$ cat src/hstwm_pkg.sv
// shared types and constants for the two-wire humidity sensor measurement master
// no dependencies; used by every module of the block and by the port checker

package hstwm_pkg;

  typedef enum logic [4:0] {
    PH_IDLE   = 5'd0,
    PH_START  = 5'd1,
    PH_CMD    = 5'd2,
    PH_CACK   = 5'd3,
    PH_WAIT   = 5'd4,
    PH_SETTLE = 5'd5,
    PH_READ   = 5'd6,
    PH_RACK   = 5'd7,
    PH_RPRE   = 5'd8,
    PH_RHI    = 5'd9,
    PH_RLO    = 5'd10
  } phase_t;

  // request opcodes
  localparam logic [1:0] OP_TICK     = 2'd0;
  localparam logic [1:0] OP_TEMP     = 2'd1;
  localparam logic [1:0] OP_HUMIDITY = 2'd2;

  // register indexes on the config port
  localparam logic REG_WAIT_LIMIT   = 1'b0;
  localparam logic REG_SETTLE_TICKS = 1'b1;

  localparam logic [15:0] WAIT_LIMIT_RST   = 16'd65535;
  localparam logic [15:0] SETTLE_TICKS_RST = 16'd500;

  // start frame, bit i is tick i
  localparam logic [7:0] START_CLK = 8'b0011_0110;
  localparam logic [7:0] START_DAT = 8'b0110_0011;

  localparam logic [7:0] CMD_TEMP     = 8'd3;
  localparam logic [7:0] CMD_HUMIDITY = 8'd5;

  // output tdata bit positions
  localparam int OUT_CLK_BIT     = 0;
  localparam int OUT_REL_BIT     = 1;
  localparam int OUT_BUSY_BIT    = 2;
  localparam int OUT_DONE_BIT    = 3;
  localparam int OUT_ACK_BIT     = 28;
  localparam int OUT_TIMEOUT_BIT = 29;

  typedef struct packed {
    logic [15:0] wait_limit;
    logic [15:0] settle_ticks;
  } cfg_t;

  typedef struct packed {
    logic        clock_level;
    logic        data_release;
    logic        busy_res;
    logic        done_res;
    logic [15:0] measured_value;
    logic [7:0]  checksum_byte;
    logic        ack_missing;
    logic        ready_timeout;
  } result_t;

endpackage

$ cat src/hstwm_cfg.sv
// apb register file: wait_limit and settle_ticks
// depends on hstwm_pkg

module hstwm_cfg (
  input  logic              clk,
  input  logic              rst,
  input  logic              psel,
  input  logic              penable,
  input  logic              pwrite,
  input  logic [2:0]        paddr,
  input  logic [31:0]       pwdata,
  output logic [31:0]       prdata,
  output logic              pready,
  output hstwm_pkg::cfg_t   cfg
);

  logic [15:0] wait_limit;
  logic [15:0] settle_ticks;
  logic        wr_en;

  assign pready = 1'b1;
  assign wr_en  = psel && penable && pwrite;

  always_ff @(posedge clk) begin
    if (rst) begin
      wait_limit   <= hstwm_pkg::WAIT_LIMIT_RST;
      settle_ticks <= hstwm_pkg::SETTLE_TICKS_RST;
    end else if (wr_en) begin
      if (paddr[2] == hstwm_pkg::REG_WAIT_LIMIT) wait_limit <= pwdata[15:0];
      else settle_ticks <= pwdata[15:0];
    end
  end

  always_comb begin
    if (paddr[2] == hstwm_pkg::REG_SETTLE_TICKS) prdata = {16'd0, settle_ticks};
    else prdata = {16'd0, wait_limit};
  end

  assign cfg.wait_limit   = wait_limit;
  assign cfg.settle_ticks = settle_ticks;

endmodule

$ cat src/hstwm_fsm.sv
// sequence state machine, stepped once per accepted tick
// depends on hstwm_pkg

module hstwm_fsm #(
  parameter int RESET_PULSES = 9,
  parameter int WAIT_WIDTH   = 16
) (
  input  logic               clk,
  input  logic               rst,
  input  logic               step,
  input  logic [1:0]         opcode,
  input  logic               data_line,
  input  hstwm_pkg::cfg_t    cfg,
  output hstwm_pkg::result_t res
);

  localparam int CW = (WAIT_WIDTH > 16) ? WAIT_WIDTH : 16;
  localparam logic [CW-1:0] CNT_MAX = CW'((64'd1 << WAIT_WIDTH) - 64'd1);

  hstwm_pkg::phase_t     phase, phase_next;
  logic [3:0]            bit_counter, bit_counter_next;
  logic [1:0]            byte_counter, byte_counter_next;
  logic [7:0]            shift_register, shift_register_next;
  logic [15:0]           value_register, value_register_next;
  logic [7:0]            checksum_register, checksum_register_next;
  logic [WAIT_WIDTH-1:0] wait_counter, wait_counter_next;
  logic                  command_kind, command_kind_next;
  logic [1:0]            error_flags, error_flags_next;

  logic [CW-1:0]         wait_ext, settle_ext;
  logic [CW-1:0]         wait_cap_w, settle_cap_w;
  logic [WAIT_WIDTH-1:0] wait_cap, settle_cap;

  hstwm_pkg::phase_t     ph;
  logic [3:0]            bc;
  logic [7:0]            cmd;
  logic [2:0]            cmd_idx;
  logic [4:0]            pulse_cnt;
  logic                  ackd;
  logic                  clk_out, rel_out, done_out, busy_out;

  // limits capped at the counter range
  assign wait_ext     = CW'(cfg.wait_limit);
  assign settle_ext   = CW'(cfg.settle_ticks);
  assign wait_cap_w   = (wait_ext > CNT_MAX) ? CNT_MAX : wait_ext;
  assign settle_cap_w = (settle_ext > CNT_MAX) ? CNT_MAX : settle_ext;
  assign wait_cap     = wait_cap_w[WAIT_WIDTH-1:0];
  assign settle_cap   = settle_cap_w[WAIT_WIDTH-1:0];

  always_comb begin
    phase_next             = phase;
    bit_counter_next       = bit_counter;
    byte_counter_next      = byte_counter;
    shift_register_next    = shift_register;
    value_register_next    = value_register;
    checksum_register_next = checksum_register;
    wait_counter_next      = wait_counter;
    command_kind_next      = command_kind;
    error_flags_next       = error_flags;
    clk_out                = 1'b0;
    rel_out                = 1'b1;
    done_out               = 1'b0;
    ph                     = phase;
    bc                     = bit_counter;
    cmd                    = hstwm_pkg::CMD_TEMP;
    cmd_idx                = 3'd0;
    pulse_cnt              = 5'd0;
    ackd                   = 1'b0;

    // a request in idle starts the frame on this same tick
    if (phase == hstwm_pkg::PH_IDLE &&
        (opcode == hstwm_pkg::OP_TEMP || opcode == hstwm_pkg::OP_HUMIDITY)) begin
      command_kind_next = (opcode == hstwm_pkg::OP_HUMIDITY);
      error_flags_next  = 2'b00;
      ph                = hstwm_pkg::PH_START;
      bc                = 4'd0;
      phase_next        = hstwm_pkg::PH_START;
      bit_counter_next  = 4'd0;
    end
    busy_out = (ph != hstwm_pkg::PH_IDLE);

    case (ph)
      hstwm_pkg::PH_IDLE: begin
        phase_next = hstwm_pkg::PH_IDLE;
      end
      hstwm_pkg::PH_START: begin
        clk_out = hstwm_pkg::START_CLK[bc[2:0]];
        rel_out = hstwm_pkg::START_DAT[bc[2:0]];
        if (bc >= 4'd7) begin
          phase_next       = hstwm_pkg::PH_CMD;
          bit_counter_next = 4'd0;
        end else bit_counter_next = bc + 4'd1;
      end
      hstwm_pkg::PH_CMD: begin
        cmd     = command_kind_next ? hstwm_pkg::CMD_HUMIDITY : hstwm_pkg::CMD_TEMP;
        cmd_idx = 3'd7 - bc[3:1];
        rel_out = cmd[cmd_idx];
        clk_out = bc[0];
        if (bc == 4'd15) begin
          phase_next       = hstwm_pkg::PH_CACK;
          bit_counter_next = 4'd0;
        end else bit_counter_next = bc + 4'd1;
      end
      hstwm_pkg::PH_CACK: begin
        if (bc == 4'd0) begin
          bit_counter_next = 4'd1;
        end else begin
          clk_out = 1'b1;
          if (data_line) error_flags_next[0] = 1'b1;
          phase_next        = hstwm_pkg::PH_WAIT;
          wait_counter_next = '0;
          bit_counter_next  = 4'd0;
        end
      end
      hstwm_pkg::PH_WAIT: begin
        if (!data_line) begin
          phase_next        = hstwm_pkg::PH_SETTLE;
          wait_counter_next = '0;
        end else if (wait_counter >= wait_cap) begin
          error_flags_next[1] = 1'b1;
          phase_next          = hstwm_pkg::PH_SETTLE;
          wait_counter_next   = '0;
        end else wait_counter_next = wait_counter + 1'b1;
      end
      hstwm_pkg::PH_SETTLE: begin
        if (wait_counter >= settle_cap) begin
          phase_next          = hstwm_pkg::PH_READ;
          bit_counter_next    = 4'd0;
          byte_counter_next   = 2'd0;
          shift_register_next = 8'd0;
        end else wait_counter_next = wait_counter + 1'b1;
      end
      hstwm_pkg::PH_READ: begin
        if (!bc[0]) begin
          clk_out             = 1'b1;
          shift_register_next = {shift_register[6:0], data_line};
        end
        if (bc == 4'd15) begin
          phase_next       = hstwm_pkg::PH_RACK;
          bit_counter_next = 4'd0;
        end else bit_counter_next = bc + 4'd1;
      end
      hstwm_pkg::PH_RACK: begin
        ackd = (byte_counter >= 2'd2);
        if (bc == 4'd0) begin
          rel_out          = ackd;
          bit_counter_next = 4'd1;
        end else if (bc == 4'd1) begin
          rel_out          = ackd;
          clk_out          = 1'b1;
          bit_counter_next = 4'd2;
        end else begin
          bit_counter_next = 4'd0;
          if (byte_counter == 2'd0) begin
            value_register_next = {shift_register, 8'd0};
          end else if (byte_counter == 2'd1) begin
            value_register_next = {value_register[15:8], shift_register};
          end else begin
            checksum_register_next = shift_register;
            done_out               = 1'b1;
          end
          if (byte_counter >= 2'd2) begin
            phase_next = (error_flags_next != 2'b00) ? hstwm_pkg::PH_RPRE
                                                     : hstwm_pkg::PH_IDLE;
          end else begin
            byte_counter_next   = byte_counter + 2'd1;
            shift_register_next = 8'd0;
            phase_next          = hstwm_pkg::PH_READ;
          end
        end
      end
      hstwm_pkg::PH_RPRE: begin
        phase_next       = hstwm_pkg::PH_RHI;
        bit_counter_next = 4'd0;
      end
      hstwm_pkg::PH_RHI: begin
        clk_out    = 1'b1;
        phase_next = hstwm_pkg::PH_RLO;
      end
      hstwm_pkg::PH_RLO: begin
        pulse_cnt = {1'b0, bc} + 5'd1;
        if (pulse_cnt >= 5'(RESET_PULSES)) begin
          phase_next       = hstwm_pkg::PH_IDLE;
          bit_counter_next = 4'd0;
        end else begin
          bit_counter_next = bc + 4'd1;
          phase_next       = hstwm_pkg::PH_RHI;
        end
      end
      default: begin
        phase_next = hstwm_pkg::PH_IDLE;
      end
    endcase
  end

  always_ff @(posedge clk) begin
    if (rst) begin
      phase             <= hstwm_pkg::PH_IDLE;
      bit_counter       <= 4'd0;
      byte_counter      <= 2'd0;
      shift_register    <= 8'd0;
      value_register    <= 16'd0;
      checksum_register <= 8'd0;
      wait_counter      <= '0;
      command_kind      <= 1'b0;
      error_flags       <= 2'b00;
    end else if (step) begin
      phase             <= phase_next;
      bit_counter       <= bit_counter_next;
      byte_counter      <= byte_counter_next;
      shift_register    <= shift_register_next;
      value_register    <= value_register_next;
      checksum_register <= checksum_register_next;
      wait_counter      <= wait_counter_next;
      command_kind      <= command_kind_next;
      error_flags       <= error_flags_next;
    end
  end

  assign res.clock_level    = clk_out;
  assign res.data_release   = rel_out;
  assign res.busy_res       = busy_out;
  assign res.done_res       = done_out;
  assign res.measured_value = value_register_next;
  assign res.checksum_byte  = checksum_register_next;
  assign res.ack_missing    = error_flags_next[0];
  assign res.ready_timeout  = error_flags_next[1];

endmodule

$ cat src/humidity_sensor_two_wire_master_top.sv
// top level of the two-wire humidity sensor measurement master
// depends on hstwm_pkg, hstwm_cfg, hstwm_fsm
//
//   channel   | direction | carries
//   ----------+-----------+-----------------------------------------------
//   s_t*      | in        | one half-clock tick: opcode, sampled data line
//   m_t*      | out       | one result per tick: pin levels, status, value
//   apb       | in/out    | wait_limit (0x0), settle_ticks (0x4)
//
// a new item can be accepted in each cycle while the result register is empty or being drained
// the sequence state and the result register are updated in the cycle of acceptance
// the result register frees itself when taken, so s_tready stays high while m_tready is
// high; if a result waits, s_tready drops until it is taken
// synchronous reset returns the sequencer to idle and the registers to their reset values

module humidity_sensor_two_wire_master_top #(
  parameter int RESET_PULSES = 9,
  parameter int WAIT_WIDTH   = 16
) (
  input  logic        clk,
  input  logic        rst,
  // tick stream in
  input  logic        s_tvalid,
  output logic        s_tready,
  input  logic [7:0]  s_tdata,   // [1:0] opcode, [2] data_line, [7:3] zero
  // result stream out
  output logic        m_tvalid,
  input  logic        m_tready,
  output logic [31:0] m_tdata,   // [0] clock_level, [1] data_release, [2] busy_res,
                                 // [3] done_res, [19:4] measured_value,
                                 // [27:20] checksum_byte, [28] ack_missing,
                                 // [29] ready_timeout, [31:30] zero
  // config port
  input  logic        psel,
  input  logic        penable,
  input  logic        pwrite,
  input  logic [2:0]  paddr,
  input  logic [31:0] pwdata,
  output logic [31:0] prdata,
  output logic        pready
);

  hstwm_pkg::cfg_t    cfg;
  hstwm_pkg::result_t res;
  logic               accept;

  // register file on the config port
  hstwm_cfg u_cfg (
    .clk     (clk),
    .rst     (rst),
    .psel    (psel),
    .penable (penable),
    .pwrite  (pwrite),
    .paddr   (paddr),
    .pwdata  (pwdata),
    .prdata  (prdata),
    .pready  (pready),
    .cfg     (cfg)
  );

  // output register empty or being drained this cycle
  assign s_tready = !m_tvalid || m_tready;
  assign accept   = s_tvalid && s_tready;

  // sequencer advances by one tick per accepted item
  hstwm_fsm #(
    .RESET_PULSES (RESET_PULSES),
    .WAIT_WIDTH   (WAIT_WIDTH)
  ) u_fsm (
    .clk       (clk),
    .rst       (rst),
    .step      (accept),
    .opcode    (s_tdata[1:0]),
    .data_line (s_tdata[2]),
    .cfg       (cfg),
    .res       (res)
  );

  // result register
  always_ff @(posedge clk) begin
    if (rst) begin
      m_tvalid <= 1'b0;
    end else if (accept) begin
      m_tvalid <= 1'b1;
    end else if (m_tready) begin
      m_tvalid <= 1'b0;
    end
  end

  always_ff @(posedge clk) begin
    if (accept) begin
      m_tdata <= {2'b00, res.ready_timeout, res.ack_missing, res.checksum_byte,
                  res.measured_value, res.done_res, res.busy_res,
                  res.data_release, res.clock_level};
    end
  end

endmodule

$ cat config.mk
export PLATFORM = sky130hd
export DESIGN_NAME = humidity_sensor_two_wire_master_top
export DESIGN_NICKNAME = d
export VERILOG_FILES = /design/src/hstwm_pkg.sv /design/src/hstwm_cfg.sv /design/src/hstwm_fsm.sv /design/src/humidity_sensor_two_wire_master_top.sv
export SDC_FILE = /design/constraint.sdc
export NUM_CORES = 1
export LEC_CHECK = 0
export BUFFER_PORTS_ARGS = -buffer_cell sky130_fd_sc_hd__buf_2
export CORE_MARGIN = 1
export CORE_UTILIZATION = 45
export DETAILED_ROUTE_END_ITERATION = 6
export PLACE_DENSITY = 0.69
export SLEW_MARGIN = 25
export SYNTH_ARGS = -nofsm -noshare
export SYNTH_HDL_FRONTEND = slang
export SYNTH_HIERARCHICAL = 1
export SYNTH_SLANG_ARGS = --single-unit
$ cat constraint.sdc
create_clock -name clk -period 2.4 [get_ports clk]
set_input_delay 0.12 -clock clk [delete_from_list [all_inputs] [get_ports clk]]
set_output_delay 0.12 -clock clk [all_outputs]
set_load 0.05 [all_outputs]
==> flow_summary.toml <==
[status]
status = "finished, violations left"
failed_checks = "negative setup slack"

[worst_setup_path]
rrSetupSlack_ps = -40
crit_buf_inv = 3
required_ps = 2710
path_class = "reg -> reg"
slowest_stage = "a2111oi_4"
crit_family = "compound AO/OA/AOI/OAI gates"
end_kind = "flip-flop"
crit_path_cell_trace = "inv_2 > buf_6 > ha_4 > nand2b_4 > a21o_1 > a2111oi_4 > o211ai_1 > buf_4 > o21ai_2 > nand4_1 > a221o_1"
crit_arrival_ps = 2750
start_kind = "flip-flop"
worst-path-max-fanout = 3
max_stage_delay_ps = 340

[die]
placementRows = 45
core_area_mm2 = 0.01543
dieHeight_um = 128.7
start_util = 0.4685
num_io_pins = 117
die_area_mm2 = 0.01657
die_w_um = 128.7

[routing]
ant_nets = 0
routedWlPerCell_um = 14.71
drc = 0
via_per_inst = 5.221
dr.pass1.iters = 5
wl_met3_um = 799
wl_met2_um = 8437
topRoutingLayerUsed = "met4"
wl_met1_um = 8000
drt_iter0_markers = 448
num_vias = 6213
routed_wl_um = 17510

[global_route]
track_usage = 0.2120
grt_max_degree = 109
grt_overflow_total = 0
grt_pass1_vias = 5816
grt_antenna_before_repair = 1
grt_pass1_wl_um = 27800

[cts]
clock_sinks = 125
cts.htree.levels = 4
clock_tree.buffer_depth = 2
cts_tree = "built"
cts_buffers = 17
clk_pin_slew_ps = 60
clk_latency_ps = 420
root_buffer = "clkbuf_16"

[finish]
fin_nets = 1056
mostFrequentLayoutCells = "nand2_1 (103), dfxtp_1 (80), nor2_1 (78)"
register_area_mm2 = 0.002821
finish.utilization = 0.6038
layout_commonest_cell = "nand2_1"
areaGrowthSynthToFinish_pct = 28.87
fillers = 1343
design_area_mm2 = 0.009315
multi_input_area_mm2 = 0.004232
drive_gt1_frac = 0.2965

[synth]
yosys_register_bits = 125
synth_edf_count = 30
synthAdderAreaFrac = 0.07236
synth_xor_area_frac = 0.01818
synth_compound_area_frac = 0.1340
yosys-top-cells-area = "dfxtp_1 (26%), edfxtp_1 (12%), ha_1 (7.1%), mux2i_1 (5.8%), nand2_1 (5.6%)"
syn-instance-count = 827
postSynth.asyncResetShare = 0
yosys.area.top_type_share = 0.2631
ys_seq_area_frac = 0.3877
synth-simple-area-share = 0.2171
syn_avg_cell_area_um2 = 8.740
synth_area_mm2 = 0.007228
yosys_warnings = 6
synth_mux_area_frac = 0.08309
synth_top_area_cell = "dfxtp_1"
synth.distinct_cells = 73
synth_top_family_by_area = "simple AND/OR/NAND/NOR gates"
synth_flop_cell = "dfxtp_1"

[timing]
setup_ws_ps = -37.54
tightest_slew_ps = 626.1
finalHoldViolations = 0
fmax_ghz = 0.4103
slew_violations = 0
maxSlewHeadroom = 0.5808
rsz0062_at_grt = "yes"
fin_skew_ps = 6.879
layout_min_cycle_time_ps = 2438
setup_violations = 2
fin_crit_sh = 1.016

[pwr]
power_density_mw_per_mm2 = 584.1
ir_worst_vdd_mv = 0.5592
leakage_uw = 0.003848

[worst_hold_path]
hold_path.class = "in -> reg"

[job]
max_cap_viol_count = 0

[placed_design]
place.gp.congestion = 0.8776
port_buffers = 74
dpl_cell_area_mm2 = 0.008082
place_hpwl_um = 11360
state kept, by name, indices dropped and copies added (netlist names):
register	cells
m_tdata	30
m_tvalid	1
u_cfg/settle_ticks	16
u_cfg/wait_limit	16
u_fsm/bit_counter	4
u_fsm/byte_counter	2
u_fsm/checksum_register	8
u_fsm/command_kind	1
u_fsm/error_flags	2
u_fsm/phase	5
u_fsm/shift_register	8
u_fsm/value_register	16
u_fsm/wait_counter	16
path summary, 6_finish.rpt:
kind                                  from                       end  cells after the start
setup / recovery     u_fsm/wait_counter[0]            u_fsm/phase[0]                     11
hold / removal                  s_tdata[1]        u_fsm/command_kind                      4
setup reg to reg     u_fsm/wait_counter[0]            u_fsm/phase[0]                     11
hold reg to reg   u_fsm/value_register[15]  u_fsm/value_register[15]                      2
metrics by stage:
step	power [uW]	worst slack, ps	hold slack [ps]	setup TNS [ps]	cells
final	5441	-37.54	133.1	-56.82	1190
after floorplan	2734	48.77	182.4	0	843
after global routing	5624	-153.8	117.5	-1328	1189
after detailed placement	2856	-180.4	376.5	-5212	1131
after global placement	2853	-165.0	378.8	-4194	1131
after CTS	5454	9.256	119.9	0	1182
cells in the mapped netlist (all sizes together), types with 2 or more instances:
library cell / n
nand2: 110
nor2: 91
a22o: 4
nor3b: 2
a31oi: 5
conb: 3
buf: 45
edfxtp: 30
xnor2: 15
o211ai: 6
a2111oi: 7
nand2b: 37
a21oi: 47
mux2i: 42
mux2: 16
a32oi: 3
nor4: 3
a21boi: 3
or2: 2
ha: 41
o31ai: 4
o21ai: 15
and3: 10
a22oi: 12
o2111ai: 2
inv: 46
dfxtp: 95
nand3: 39
o21a: 4
a311oi: 2
a21o: 4
o2bb2ai: 2
nor2b: 7
and4: 2
nor3: 2
a211oi: 9
nand4: 8
clkbuf: 27
and2: 8
kinds of logic (layout without fill, tap and decap cells):
family	count (synthesis)	after routing
and+or+nand+nor	327	327
AOI/OAI and AO/OA	139	139
DFF	125	125
buffers and inverters	118	253
muxes	58	58
adders and majority gates	42	42
xor gates and xnor gates	15	15
other	3	20
power by group:
part	internal [uW]	switching, uW	leakage [uW]
Clock	1550	1030	0.000286
Sequential	2200	20.9	0.00106
Combinational	204	438	0.00250
tightest hold or removal path, stage by stage:
cell,delay (ps)
buf_2,80
ha_1,130
nand3_1,70
a21oi_1,110
area by class of cell:
cell class / instances / area share
inverters: 46 / 0.01854
diodes: 1 / 0.0002686
flip-flops and latches: 125 / 0.3029
well taps: 211 / 0.02834
clock buffers: 18 / 0.04607
multi-input cells: 600 / 0.4543
repair buffers: 175 / 0.1327
clock inverters: 14 / 0.01692
per-layer routing:
metal  vias to the layer above  track usage
met3                        25      0.04657
met4                         0      0.06920
met5                         -            0
li1                       3100            -
met2                       177       0.3491
met1                      2911       0.2757
repair_timing:
action	CTS	global route
setup endpoints to repair	31	80
setup buffers	0	7
hold buffers	19	0
hold endpoints to repair	32	0
pin swaps	7	38
gates cloned	0	1
resized for setup	14	77
Power figures use the tool's default switching activity.
